`config.mk`:
```
export PLATFORM = sky130hd
export DESIGN_NAME = switch_power_reset_sequencer
export DESIGN_NICKNAME = d
export VERILOG_FILES = /design/src/design/sprs_pkg.sv /design/src/design/switch_power_reset_sequencer.sv
export SDC_FILE = /design/constraint.sdc
export NUM_CORES = 1
export LEC_CHECK = 0
export ABC_AREA = 1
export BUFFER_PORTS_ARGS = -buffer_cell sky130_fd_sc_hd__buf_2
export CORE_UTILIZATION = 52
export CTS_CLUSTER_DIAMETER = 30
export DETAILED_ROUTE_END_ITERATION = 10
export HOLD_SLACK_MARGIN = 0.06
export PLACE_DENSITY = 0.72
export SKIP_CTS_REPAIR_TIMING = 1
export SYNTH_ARGS = -nofsm -noshare
export SYNTH_HDL_FRONTEND = slang
export SYNTH_SLANG_ARGS = --single-unit
```
`constraint.sdc`:
```
create_clock -name clk -period 3.1 [get_ports clk]
set_clock_uncertainty 0.1 [all_clocks]
set_input_delay 0.62 -clock clk [delete_from_list [all_inputs] [get_ports clk]]
set_output_delay 0.62 -clock clk [all_outputs]
set_load 0.005 [all_outputs]
```
`src/design/sprs_pkg.sv`:
```
// ----------------------------------------------------------------------------
// sprs_pkg - shared types and codes for the switch power and reset sequencer
// sequencer state codes, pin action codes, request kinds and register indexes
// ----------------------------------------------------------------------------
package sprs_pkg;

  localparam int COUNT_WIDTH = 16;
  localparam int CFG_WIDTH   = 16;

  // request kinds
  localparam logic [1:0] REQ_TICK  = 2'd0;
  localparam logic [1:0] REQ_RESET = 2'd1;
  localparam logic [1:0] REQ_OFF   = 2'd2;

  // sequencer states
  localparam logic [2:0] ST_OFF   = 3'd0;
  localparam logic [2:0] ST_WSUP  = 3'd1;
  localparam logic [2:0] ST_WON   = 3'd2;
  localparam logic [2:0] ST_ON    = 3'd3;
  localparam logic [2:0] ST_RASRT = 3'd4;
  localparam logic [2:0] ST_RREL  = 3'd5;

  // pin actions
  localparam logic [2:0] ACT_NONE    = 3'd0;
  localparam logic [2:0] ACT_PWRON   = 3'd1;
  localparam logic [2:0] ACT_SPI     = 3'd2;
  localparam logic [2:0] ACT_ASSERT  = 3'd3;
  localparam logic [2:0] ACT_RELEASE = 3'd4;
  localparam logic [2:0] ACT_RESUME  = 3'd5;
  localparam logic [2:0] ACT_PWROFF  = 3'd6;

  // configuration register indexes
  localparam logic [1:0] REG_POWER_ON_TICKS      = 2'd0;
  localparam logic [1:0] REG_RESET_ASSERT_TICKS  = 2'd1;
  localparam logic [1:0] REG_RESET_RELEASE_TICKS = 2'd2;

  typedef logic [COUNT_WIDTH-1:0] count_t;
  typedef logic [CFG_WIDTH-1:0]   limit_t;

endpackage

```
`src/design/switch_power_reset_sequencer.sv`:
```
// ----------------------------------------------------------------------------
// switch_power_reset_sequencer - power-up and reset sequencing for a switch chip
// steps through off, wait-supply, wait-on, on, reset-assert and reset-release on
// tick, reset and force-off requests, with tick-counted timed waits
// ----------------------------------------------------------------------------
// an accepted request passes through the input register, then the result register
// throughput: one request per clock while out_stall is low; the whole state update
//   sits between the input register and the result register
// a full result register only holds up the input side while out_stall is high
// reset: rst (synchronous, active high) puts the sequencer in off, clears all
//   counters and the pending flag, and loads the limits 10, 2 and 10
module switch_power_reset_sequencer
  import sprs_pkg::*;
(
  input  logic                 clk,
  input  logic                 rst,
  // request channel
  input  logic                 in_valid,
  output logic                 in_stall,
  input  logic [1:0]           req_type,
  input  logic                 power_cond,
  input  logic                 supply_ok,
  // result channel
  output logic                 out_valid,
  input  logic                 out_stall,
  output logic [2:0]           seq_state,
  output logic [2:0]           action,
  output logic                 power_good,
  // configuration write channel
  input  logic                 cfg_valid,
  output logic                 cfg_ready,
  input  logic [1:0]           cfg_index,
  input  logic [CFG_WIDTH-1:0] cfg_data
);

  // compare width that holds both a counter and a limit
  localparam int CmpW = (COUNT_WIDTH > CFG_WIDTH) ? COUNT_WIDTH : CFG_WIDTH;
  localparam count_t CntMax = '1;

  // configuration registers
  limit_t power_on_ticks;
  limit_t reset_assert_ticks;
  limit_t reset_release_ticks;

  // sequencer state
  logic [2:0] ctrl_state,     ctrl_state_next;
  count_t     power_on_count, power_on_count_next;
  count_t     assert_count,   assert_count_next;
  count_t     release_count,  release_count_next;
  logic       reset_pending,  reset_pending_next;
  logic [2:0] action_next;

  // input register
  logic       req_valid;
  logic [1:0] req_kind;
  logic       req_pc;
  logic       req_sup;

  logic advance;
  logic process;

  // the result register moves on when empty or being taken
  assign advance  = !out_valid || !out_stall;
  assign process  = req_valid && advance;
  assign in_stall = req_valid && !advance;
  assign cfg_ready = 1'b1;

  // ---- configuration writes -------------------------------------------------
  always_ff @(posedge clk) begin
    if (rst) begin
      power_on_ticks      <= CFG_WIDTH'(10);
      reset_assert_ticks  <= CFG_WIDTH'(2);
      reset_release_ticks <= CFG_WIDTH'(10);
    end else if (cfg_valid && cfg_ready) begin
      unique case (cfg_index)
        REG_POWER_ON_TICKS:      power_on_ticks      <= cfg_data;
        REG_RESET_ASSERT_TICKS:  reset_assert_ticks  <= cfg_data;
        REG_RESET_RELEASE_TICKS: reset_release_ticks <= cfg_data;
        default: ;  // writes beyond the list are dropped
      endcase
    end
  end

  // ---- input register -------------------------------------------------------
  always_ff @(posedge clk) begin
    if (rst) begin
      req_valid <= 1'b0;
    end else if (!in_stall) begin
      req_valid <= in_valid;
    end
  end

  always_ff @(posedge clk) begin
    if (in_valid && !in_stall) begin
      req_kind <= req_type;
      req_pc   <= power_cond;
      req_sup  <= supply_ok;
    end
  end

  // ---- next-state logic -----------------------------------------------------
  // saturating increments of the three counters
  count_t pon_inc, asrt_inc, rel_inc;
  logic   pon_done, asrt_done, rel_done;

  assign pon_inc  = (power_on_count == CntMax) ? CntMax : power_on_count + 1'b1;
  assign asrt_inc = (assert_count   == CntMax) ? CntMax : assert_count + 1'b1;
  assign rel_inc  = (release_count  == CntMax) ? CntMax : release_count + 1'b1;

  // limit checks use the incremented value
  assign pon_done  = CmpW'(pon_inc)  >= CmpW'(power_on_ticks);
  assign asrt_done = CmpW'(asrt_inc) >= CmpW'(reset_assert_ticks);
  assign rel_done  = CmpW'(rel_inc)  >= CmpW'(reset_release_ticks);

  logic power_down;

  always_comb begin
    ctrl_state_next     = ctrl_state;
    power_on_count_next = power_on_count;
    assert_count_next   = assert_count;
    release_count_next  = release_count;
    reset_pending_next  = reset_pending;
    action_next         = ACT_NONE;
    power_down          = 1'b0;

    case (req_kind)
      REQ_TICK: begin
        unique case (ctrl_state)
          ST_WSUP: begin
            if (!req_pc) begin
              power_down = 1'b1;
            end else if (req_sup) begin
              ctrl_state_next = ST_WON;
            end
          end
          ST_WON: begin
            if (!req_pc || !req_sup) begin
              power_down = 1'b1;
            end else begin
              power_on_count_next = pon_inc;
              if (pon_done) begin
                ctrl_state_next = ST_ON;
                action_next     = ACT_SPI;
              end
            end
          end
          ST_ON: begin
            if (!req_pc || !req_sup) begin
              power_down = 1'b1;
            end else if (reset_pending) begin
              reset_pending_next = 1'b0;
              ctrl_state_next    = ST_RASRT;
              action_next        = ACT_ASSERT;
            end
          end
          ST_RASRT: begin
            if (!req_pc || !req_sup) begin
              power_down = 1'b1;
            end else begin
              assert_count_next = asrt_inc;
              if (asrt_done) begin
                ctrl_state_next = ST_RREL;
                action_next     = ACT_RELEASE;
              end
            end
          end
          ST_RREL: begin
            if (!req_pc || !req_sup) begin
              power_down = 1'b1;
            end else begin
              release_count_next = rel_inc;
              if (rel_done) begin
                assert_count_next  = '0;
                release_count_next = '0;
                ctrl_state_next    = ST_ON;
                action_next        = ACT_RESUME;
              end
            end
          end
          default: begin
            // off, and any unreachable code, which behaves as off
            if (req_pc) begin
              ctrl_state_next = ST_WSUP;
              action_next     = ACT_PWRON;
            end else begin
              ctrl_state_next = ST_OFF;
            end
          end
        endcase
      end
      REQ_RESET: begin
        reset_pending_next = 1'b1;
      end
      REQ_OFF: begin
        if (ctrl_state != ST_OFF && ctrl_state <= ST_RREL) begin
          power_down = 1'b1;
        end
      end
      default: ;  // unused request kind is ignored
    endcase

    if (power_down) begin
      power_on_count_next = '0;
      assert_count_next   = '0;
      release_count_next  = '0;
      reset_pending_next  = 1'b0;
      ctrl_state_next     = ST_OFF;
      action_next         = ACT_PWROFF;
    end

    if (ctrl_state_next > ST_RREL) begin
      ctrl_state_next = ST_OFF;
    end
  end

  // ---- state registers ------------------------------------------------------
  always_ff @(posedge clk) begin
    if (rst) begin
      ctrl_state     <= ST_OFF;
      power_on_count <= '0;
      assert_count   <= '0;
      release_count  <= '0;
      reset_pending  <= 1'b0;
    end else if (process) begin
      ctrl_state     <= ctrl_state_next;
      power_on_count <= power_on_count_next;
      assert_count   <= assert_count_next;
      release_count  <= release_count_next;
      reset_pending  <= reset_pending_next;
    end
  end

  // ---- result register ------------------------------------------------------
  always_ff @(posedge clk) begin
    if (rst) begin
      out_valid <= 1'b0;
    end else if (advance) begin
      out_valid <= req_valid;
    end
  end

  always_ff @(posedge clk) begin
    if (process) begin
      seq_state  <= ctrl_state_next;
      action     <= action_next;
      power_good <= (ctrl_state_next == ST_ON) && !reset_pending_next;
    end
  end

  // ---- checks -----------------------------------------------------------------
  a_state_legal: assert property (@(posedge clk) disable iff (rst)
    ctrl_state <= ST_RREL)
    else $error("sequencer state left the legal range");

  a_assert_count_scope: assert property (@(posedge clk) disable iff (rst)
    (assert_count != '0) |-> (ctrl_state == ST_RASRT || ctrl_state == ST_RREL))
    else $error("reset assert counter live outside the reset states");

  a_pwroff_result: assert property (@(posedge clk) disable iff (rst)
    (out_valid && action == ACT_PWROFF) |-> (seq_state == ST_OFF && !power_good))
    else $error("power off result not in off state");

  a_spi_result: assert property (@(posedge clk) disable iff (rst)
    (out_valid && (action == ACT_SPI || action == ACT_RESUME)) |-> seq_state == ST_ON)
    else $error("spi mode or resume result not in on state");

  a_stall_cause: assert property (@(posedge clk) disable iff (rst)
    in_stall |-> (out_valid && out_stall && req_valid))
    else $error("request side stalled without a blocked result");

endmodule
```
# Word-level counts from Yosys, hierarchy flattened
# Index checks and enable logic that the tools add are counted.
# classes
addsub,3
eq_ne,17
n_mux,52
reduce_logical,29
n_lt_le_gt_ge,5
bitwise_logic,1
# op_table
operator,n
$mux 16,17
$mux 3,18
$add 16x1->16 const B,3
$eq 16x16->1 const B,3
$ge 16x16->1,3
$pmux 16 s2,1
$pmux 3 s5,2
$eq 3x2->1 const B,3
$ne 3x3->1 const B,3
$mux 2,4
$reduce_and 4->1,2
$logic_not 1->1,7
$mux 1,7
$eq 3x3->1 const B,2
$pmux 1 s2,3
$reduce_and 2->1,3
$reduce_and 6->1,1
$reduce_bool 2->1,3
$reduce_bool 3->1,2
$logic_and 1x1->1,5
$eq 2x1->1 const B,2
$eq 2x2->1 const B,2
$logic_not 2->1,2
$reduce_or 4->1,1
other kinds (7),8
# word_totals
word_cells,124
regBits,113
input_bits,27
output_inout_bits,10

# Logic depth before layout (Yosys ltp)
# Gate-level depths: netlist of run 1.
# depth
depth_word,12
depth_mapped,27
ltp_nobuf,26

# Worst setup path after synthesis of run 1
# No wires, ideal clock.
# synth_path
path_kind,register to register
from,register release_count[0]
to,register assert_count[15]
setup_time_ns,0.128
t_required_ns,2.872
path_buffers,1
t_arrival_ns,2.903
period_less_slack_ns,3.130
stages_incl_launch_ff,24
path_slack_ns,-0.030
path_cell_list,dfxtp_1 > ha_1 > nand2_1 > inv_1 > nand2_1 > nor2_1 > nand3_1 > inv_1 > nand2_1 > a21oi_1 > inv_1 > ha_1 > nand2_1 > nor3_1 > nand2_1 > nand3_1 > nand2_1 > nand2_1 > nand3_1 > nand2_1 > clkbuf_1 > nand3_1 > nand2_1 > nor2_1
# synth_via
elab_chain_cells,5
word_cells_on_any_way,6
# synth_rtl
element,line_no,text
start: declaration,switch_power_reset_sequencer.sv:49,"count_t release_count, release_count_next;"
start signal: assignment,switch_power_reset_sequencer.sv:228,release_count <= release_count_next;
$add 16x1->16 or $eq 16x16->1 (tied branches),switch_power_reset_sequencer.sv:108,assign rel_inc = (release_count == CntMax) ? CntMax : release_count + 1'b1;
$mux 16 (*),switch_power_reset_sequencer.sv:108,
$ge 16x16->1 (*),switch_power_reset_sequencer.sv:113,assign rel_done = CmpW'(rel_inc) >= CmpW'(reset_release_ticks);
$ne 3x3->1 (no line) (*),n/a,
$reduce_and 6->1 (no line) (*),n/a,
end signal: assignment,switch_power_reset_sequencer.sv:227,assert_count <= assert_count_next;
end: declaration,switch_power_reset_sequencer.sv:48,"count_t assert_count, assert_count_next;"
# Every way passes the cells marked *; elsewhere a longest branch is shown, timed or not.
# A chain may end at the register's enable or synchronous reset.

# Worst setup path in the final report of run 1
# layout_path
from,register release_count[0]
to,"register power_good, data pin"
# layout_via
elab_chain_cells,12
word_cells_on_any_way,13
# layout_rtl
element,line_no,text
$add 16x1->16 or $eq 16x16->1 (tied branches),switch_power_reset_sequencer.sv:108,
$mux 16 (*),switch_power_reset_sequencer.sv:108,
$ge 16x16->1 (*),switch_power_reset_sequencer.sv:113,
$mux 3 (*),switch_power_reset_sequencer.sv:172,if (rel_done) begin
$mux 3 (*),switch_power_reset_sequencer.sv:168,if (!req_pc || !req_sup) begin
$pmux 3 s5 (*),switch_power_reset_sequencer.sv:128,unique case (ctrl_state)
$mux 3 (*),switch_power_reset_sequencer.sv:126,case (req_kind)
$mux 3 (*),switch_power_reset_sequencer.sv:202,if (power_down) begin
$gt 3x3->1,switch_power_reset_sequencer.sv:211,if (ctrl_state_next > ST_RREL) begin
$mux 3 (*),switch_power_reset_sequencer.sv:211,
$eq 3x2->1 (*),switch_power_reset_sequencer.sv:246,power_good <= (ctrl_state_next == ST_ON) && !reset_pending_next;
$logic_and 1x1->1 (*),switch_power_reset_sequencer.sv:246,
end signal: assignment,switch_power_reset_sequencer.sv:246,
end: declaration,switch_power_reset_sequencer.sv:28,"output logic power_good,"
# Marked as above.

==> results.yml, run 1 <==
status:
  status: "complete, but fails checks"
  violations: "setup timing"
detailed_routing:
  wl_per_cell_um: 15.2
  routed_via_density: 5.46
  vias: 7066
  first_iter_violations: 687
  wl_um: 19700
  drtAntennaViolNets: 0
  drc: 0
  dr.pass1.iters: 5
grt:
  antenna_found_initial: 0
  grt.overflow.total: 0
  grtUsageTotal_pct: 26.7
  grt_max_degree: 41
  grt_pass1_wl_um: 27700
  first_global_vias: 6039
clock_network:
  cts_tree: "done"
  clock-sinks: 113
  htree_levels: 4
  cts_made_buffers: 17
  clkTransAtPathRegs_ns: 0.06
  cts_root_buf: "clkbuf_16"
  clock_path_buffers: 2
  clk_latency_ns: 0.42
synthesis:
  ys_async_sr_fraction_pct: 0
  syn_area_per_cell_sq_um: 6.89
  yosysTopAreaCell: "dfxtp_1"
  synthTopCellsByCount: "nand2_1, inv_1, a21oi_1"
  netlist_area_sq_um: 6690
  seq_area_frac_synth_pct: 35.4
  yosys.area.top_type_share_pct: 30.5
  ys_seq_elements: 113
  synthCells: 971
  ys.warnings.count: 0
  syn-num-nets: 1049
  synth-edff-count: 11
  yosysMostFrequentCell: "nand2_1"
  ys_top_cells_by_area: "dfxtp_1, nand2_1, ha_1"
  synth_flop_cell: "dfxtp_1"
  synthDistinctLibCells: 42
power_and_ir_drop:
  ir_worst_vdd_v: 0.000327
  p_int_mw: 2.93
  pwr-share-clk_pct: 48.3
  p_sw_share_pct: 27.1
  power_leakage_nw: 4.22
  p_total_mw: 4.02
  p_seq_share_pct: 38.6
  power.switching_mw: 1.09
  p_comb_share_pct: 13.0
  power_density_nw_per_um2: 428
die:
  start_util_pct: 53.3
  die_h_um: 115
  ioPinCount: 37
  dieArea_sq_um: 13300
  rows: 41
  die_w_um: 115
  core_area_sq_um: 12600
layout:
  nets: 1188
  multi_input_area_sq_um: 4540
  drive_above_1_share_pct: 31.5
  register_area_sq_um: 2390
  antenna_cells: 0
  fillers: 903
  area_delta_synth_final_pct: 40.3
  post-route-util_pct: 74.7
sta:
  fin_ws_ns: -0.165
  rsz0062_at_grt: "true"
  timing.final.crit_period_ns: 3.26
  fin_setup_tns_ns: -4.27
  finalCritPeriodShare_pct: 105
  setup_viol: 42
  tightest_slew_ns: 0.944
  fmax_mhz: 306
  slew_headroom_pct: 36.8
  finalMaxSlewViolations: 0
  finalHoldViolations: 0
placement:
  io_buffers: 35
  gp_congestion: 0.886
  dp_slack_ns: -0.366
  dp_hpwl_um: 12400
critical_path:
  crit_start: "release_count[0]$_SDFFE_PP0P_"
  worstSetupPathType: "flip-flop to flip-flop"
  r2r_end: "power_good$_DFFE_PP_"
  reg2reg_slack_ns: -0.16
  end_kind: "flip-flop"
  crit_required_ns: 3.16
  worstReg2RegStart: "release_count[0]$_SDFFE_PP0P_"
  ff2ff_path_depth: 23
  cp.arrival_ns: 3.32
  critPathMaxFanout: 3
  cp-start-kind: "flip-flop"
worst_hold_path:
  hold_end: "req_kind[1]$_DFFE_PP_"
  min_path_cells: 1
  hold_path.class: "primary input to flip-flop"
  holdCritStartpoint: "req_type[1]"
job:
  cap_violations: 0
cells by family (layout without fill, tap and decap cells):
logic type	Yosys count	in the layout	share of synthesized area, %
AOI/OAI and AO/OA	209	209	16.7
xor gates and xnor gates	13	13	1.70
adders and majority gates	51	51	9.53
buffers and inverters	174	326	10.2
DFF	113	113	35.4
muxes	1	1	0.150
other	1	1	0.0560
and+or+nand+nor	409	409	26.2
power groups by stage:
stage	logic, mW	clock network, mW	registers (mW)
floorplan	0.266	0	1.58
global placement	0.402	0	1.58
detailed placement	0.410	0	1.58
CTS	0.414	1.96	1.55
global route	0.575	2.04	1.56
finish	0.524	1.94	1.55
registers in the layout, indices dropped and copies added (netlist names), 2 cells and up:
name and flops:
release_count 16, reset_release_ticks 16, req_kind 2, seq_state 3, assert_count 16, reset_assert_ticks 16
power_on_count 16, action 3, ctrl_state 3, power_on_ticks 16
metrics by stage:
| stage | cell area, sq um | hold slack [ns] | std cells |
|---|---|---|---|
| floorplan | 6700 | 0.335 | 971 |
| global placement | 7700 | 0.348 | 1246 |
| detailed placement | 7700 | 0.352 | 1246 |
| CTS | 8290 | 0.262 | 1278 |
| global route | 9390 | 0.267 | 1295 |
| finish | 9390 | 0.274 | 1295 |
per-layer routing:
layer / GRT usage, % / up-vias / wire (um)
met5: 0 / - / 0
li1: - / 3477 / -
met1: 33.6 / 3288 / 8340
met3: 6.17 / 50 / 1140
met4: 9.96 / 0 / 572
met2: 44.6 / 251 / 9680
cell usage in the layout (no fill, tap or decap), types with 4 or more instances in the layout:
master and n:
nand2_1 173, nand4_1 8, a22oi_1 5, nand2_2 25
nor3_2 4, buf_4 100, nor2_1 68, ha_4 15
nor3_4 5, dfxtp_1 94, inv_1 128, nor3_1 10
buf_2 36, inv_2 16, o21ai_1 12, dfxtp_2 4
nand3_1 42, o21ai_2 4, nand3_2 19, clkbuf_16 19
nor2_4 12, buf_6 10, nor2_2 6, ha_1 36
clkinvlp_4 7, edfxtp_1 11, xor2_1 10, o21ai_0 60
nand2_4 11, nand3_4 12, o211ai_1 5, dfxtp_4 4
a21oi_1 92, a21oi_2 23
how the worst max path moves through the flow:
stage,slack (ns),cells past startpoint,endpoint
after floorplan,0.0003,26,assert_count[4]$_SDFFE_PP0P_
after global placement,-0.23,26,assert_count[14]$_SDFFE_PP0P_
after detailed placement,-0.37,26,assert_count[14]$_SDFFE_PP0P_
after CTS,-0.40,26,assert_count[14]$_SDFFE_PP0P_
after global routing,-0.32,24,assert_count[6]$_SDFFE_PP0P_
final,-0.16,23,power_good$_DFFE_PP_
area by class of cell:
| type | instances | share of cell area [%] |
|---|---|---|
| clock buffer | 21 | 5.24 |
| clock inverter | 11 | 1.09 |
| inverter | 145 | 5.80 |
| multi-input combinational | 684 | 48.3 |
| sequential | 113 | 25.5 |
| tap | 172 | 2.29 |
| timing repair buffer | 149 | 11.8 |
worst max-delay path, stage by stage, from the launching register on:
cell and delay (ns):
dfxtp_4 0.38, nand3_4 0.08, nor2_4 0.14, nand3_4 0.12
nor2_4 0.13, nand3_2 0.10, nor2_2 0.16, o21ai_1 0.09
a21oi_1 0.19, inv_2 0.09, ha_4 0.24, nand2_2 0.07
inv_2 0.03, o21bai_1 0.13, nand2_1 0.08, a21oi_2 0.13
nand3_2 0.13, buf_6 0.15, nand3_1 0.10, nand2_1 0.06
nand2_1 0.07, nand2_2 0.08, nand3_2 0.10, nor3b_2 0.05
Note: power is estimated with default switching activity, not from simulation.
==> run 2: changes to the inputs <==
==> constraint.sdc (replaced) <==
create_clock -name clk -period 3 [get_ports clk]
set_clock_uncertainty 0.1 [all_clocks]
set_input_delay 0.6 -clock clk [delete_from_list [all_inputs] [get_ports clk]]
set_output_delay 0.6 -clock clk [all_outputs]
set_load 0.005 [all_outputs]
==> run 2 against run 1 <==
The flow still finishes with violations (setup timing). Sequential power rose by 4%. Worst hold slack got worse by 0.022 ns. Final cell count rose by 1.1%. Flip-flop and latch count did not move. Fmax fell by 0.40%. Critical endpoint unchanged. Largest cell class unchanged. Largest power group unchanged.
==> results.yml, run 2 (synthesis results as in run 1) <==
placement:
  io_buffers: 35
  dp_hpwl_um: 12200
  gp_congestion: 0.922
  placed_cells: 1257
layout:
  final_cell_mix: "nand2_1, inv_1, buf_4"
  layout_commonest_cell: "nand2_1"
  area_delta_synth_final_pct: 39.2
  drive_above_1_share_pct: 30.1
  register_area_sq_um: 2390
  fillers: 921
  final_cells: 1309
  multi_input_area_sq_um: 4350
  antenna_cells: 0
  nets: 1202
die:
  start_util_pct: 53.3
  die_w_um: 115
  dieArea_sq_um: 13300
  die_h_um: 115
  ioPinCount: 37
  core_area_sq_um: 12600
  rows: 41
detailed_routing:
  wl_per_cell_um: 14.9
  drc: 0
  dr.pass1.iters: 5
  wl_um: 19500
  drtAntennaViolNets: 0
  vias: 7036
  first_iter_violations: 602
  routed_via_density: 5.38
critical_path:
  ff2ff_path_depth: 19
  cp-start-kind: "flip-flop"
  crit_start: "power_on_count[1]$_SDFFE_PP0P_"
  crit_required_ns: 3.06
  worstSetupPathType: "flip-flop to flip-flop"
  end_kind: "flip-flop"
  critPathMaxFanout: 6
  cp.arrival_ns: 3.34
  worstReg2RegStart: "power_on_count[1]$_SDFFE_PP0P_"
power_and_ir_drop:
  p_seq_share_pct: 37.5
  p_int_mw: 3.23
  p_total_mw: 4.28
  ir_worst_vdd_v: 0.000638
  power_density_nw_per_um2: 459
  power.switching_mw: 1.05
  p_sw_share_pct: 24.5
  p_comb_share_pct: 11.4
  pwr-share-clk_pct: 51.1
  power_leakage_nw: 4.21
clock_network:
  clock-sinks: 113
  cts_root_buf: "clkbuf_16"
  htree_levels: 4
  cts_made_buffers: 17
  clock_path_buffers: 2
  clk_latency_ns: 0.43
  cts_tree: "done"
  clkTransAtPathRegs_ns: 0.05
grt:
  antenna_found_initial: 0
  grt.overflow.total: 0
  grtUsageTotal_pct: 27.0
  met3_usage_pct: 7.01
  first_global_vias: 6155
  met1_usage_pct: 34.1
  grt_max_degree: 39
  grt_pass1_wl_um: 27900
  use_met2_pct: 44.6
  grt-busiest-layer: "met2"
job:
  cap_violations: 0
status:
  violations: "setup timing"
  status: "complete, but fails checks"
worst_hold_path:
  holdCritStartpoint: "power_cond"
  min_path_cells: 1
  hold_path.class: "primary input to flip-flop"
sta:
  rsz0062_at_grt: "true"
  setup_viol: 42
  finalMaxSlewViolations: 0
  timing.final.crit_period_ns: 3.28
  tightest_slew_ns: 0.893
  finalHoldViolations: 0
  fmax_mhz: 305
  slew_headroom_pct: 40.5
  fin_ws_ns: -0.278
  finalCritPeriodShare_pct: 109
-- run 2: cell types whose count changed in the layout (fill, tap and decap cells not counted), moves of 4 or more --
cell	delta
buf_4	+17
bufinv_16	+4
clkinv_1	+4
clkinvlp_4	-4
nand2_1	+7
nand2_4	-7
-- run 2: cell type report --
cell class	instances	area share, %
multi-input combinational	684	46.7
clock inverter	12	2.01
clock buffer	20	4.79
timing repair buffer	163	12.6
sequential	113	25.7
tap	172	2.31
inverter	145	5.84
-- run 2: per-layer routing --
layer,vias to the layer above,share of wire [%]
li1,3492,-
met1,3246,42
met2,236,49
met3,62,6.0
met4,0,2.9
met5,-,0
-- run 2: worst paths after layout --
kind                                             end  slack (ns)
setup reg to reg                power_good$_DFFE_PP_       -0.28
hold reg to reg   reset_assert_ticks[6]$_SDFFE_PP0P_        0.35
setup / recovery                power_good$_DFFE_PP_       -0.28
hold / removal                      req_pc$_DFFE_PP_        0.25
-- run 2: power groups by stage --
stage               logic, mW  clock network, mW  registers [mW]
finish                  0.487               2.19            1.61
global route            0.541               2.28            1.61
CTS                     0.405               2.20            1.61
detailed placement      0.401                  0            1.64
global placement        0.394                  0            1.64
floorplan               0.276                  0            1.63
-- run 2: through the flow --
step | hold slack [ns] | setup TNS (ns) | area (sq um) | setup slack (ns) | util, %
after floorplan | 0.335 | 0 | 6710 | 0.00502 | -
after global placement | 0.349 | -5.82 | 7770 | -0.300 | 61.8
after detailed placement | 0.351 | -8.02 | 7770 | -0.337 | 61.8
after CTS | 0.240 | -12.59 | 8400 | -0.475 | 66.8
after global routing | 0.243 | -14.15 | 9320 | -0.482 | 74.1
final | 0.252 | -6.21 | 9320 | -0.278 | 74.1
-- run 2: critical path, stage by stage (launching register included) --
cell and delay (ns):
dfxtp_2 0.36, ha_4 0.16, nand3_4 0.08, nor3_4 0.23
inv_2 0.10, nor2_4 0.10, nand4_1 0.27, nand3b_1 0.27
ha_4 0.24, nand2_2 0.06, nor2_1 0.05, nor3_2 0.20
nand2_1 0.14, nand2_1 0.11, nand3_2 0.10, nand2_1 0.07
nand3_1 0.08, nand2_1 0.08, nand2_1 0.06, nor3b_2 0.14
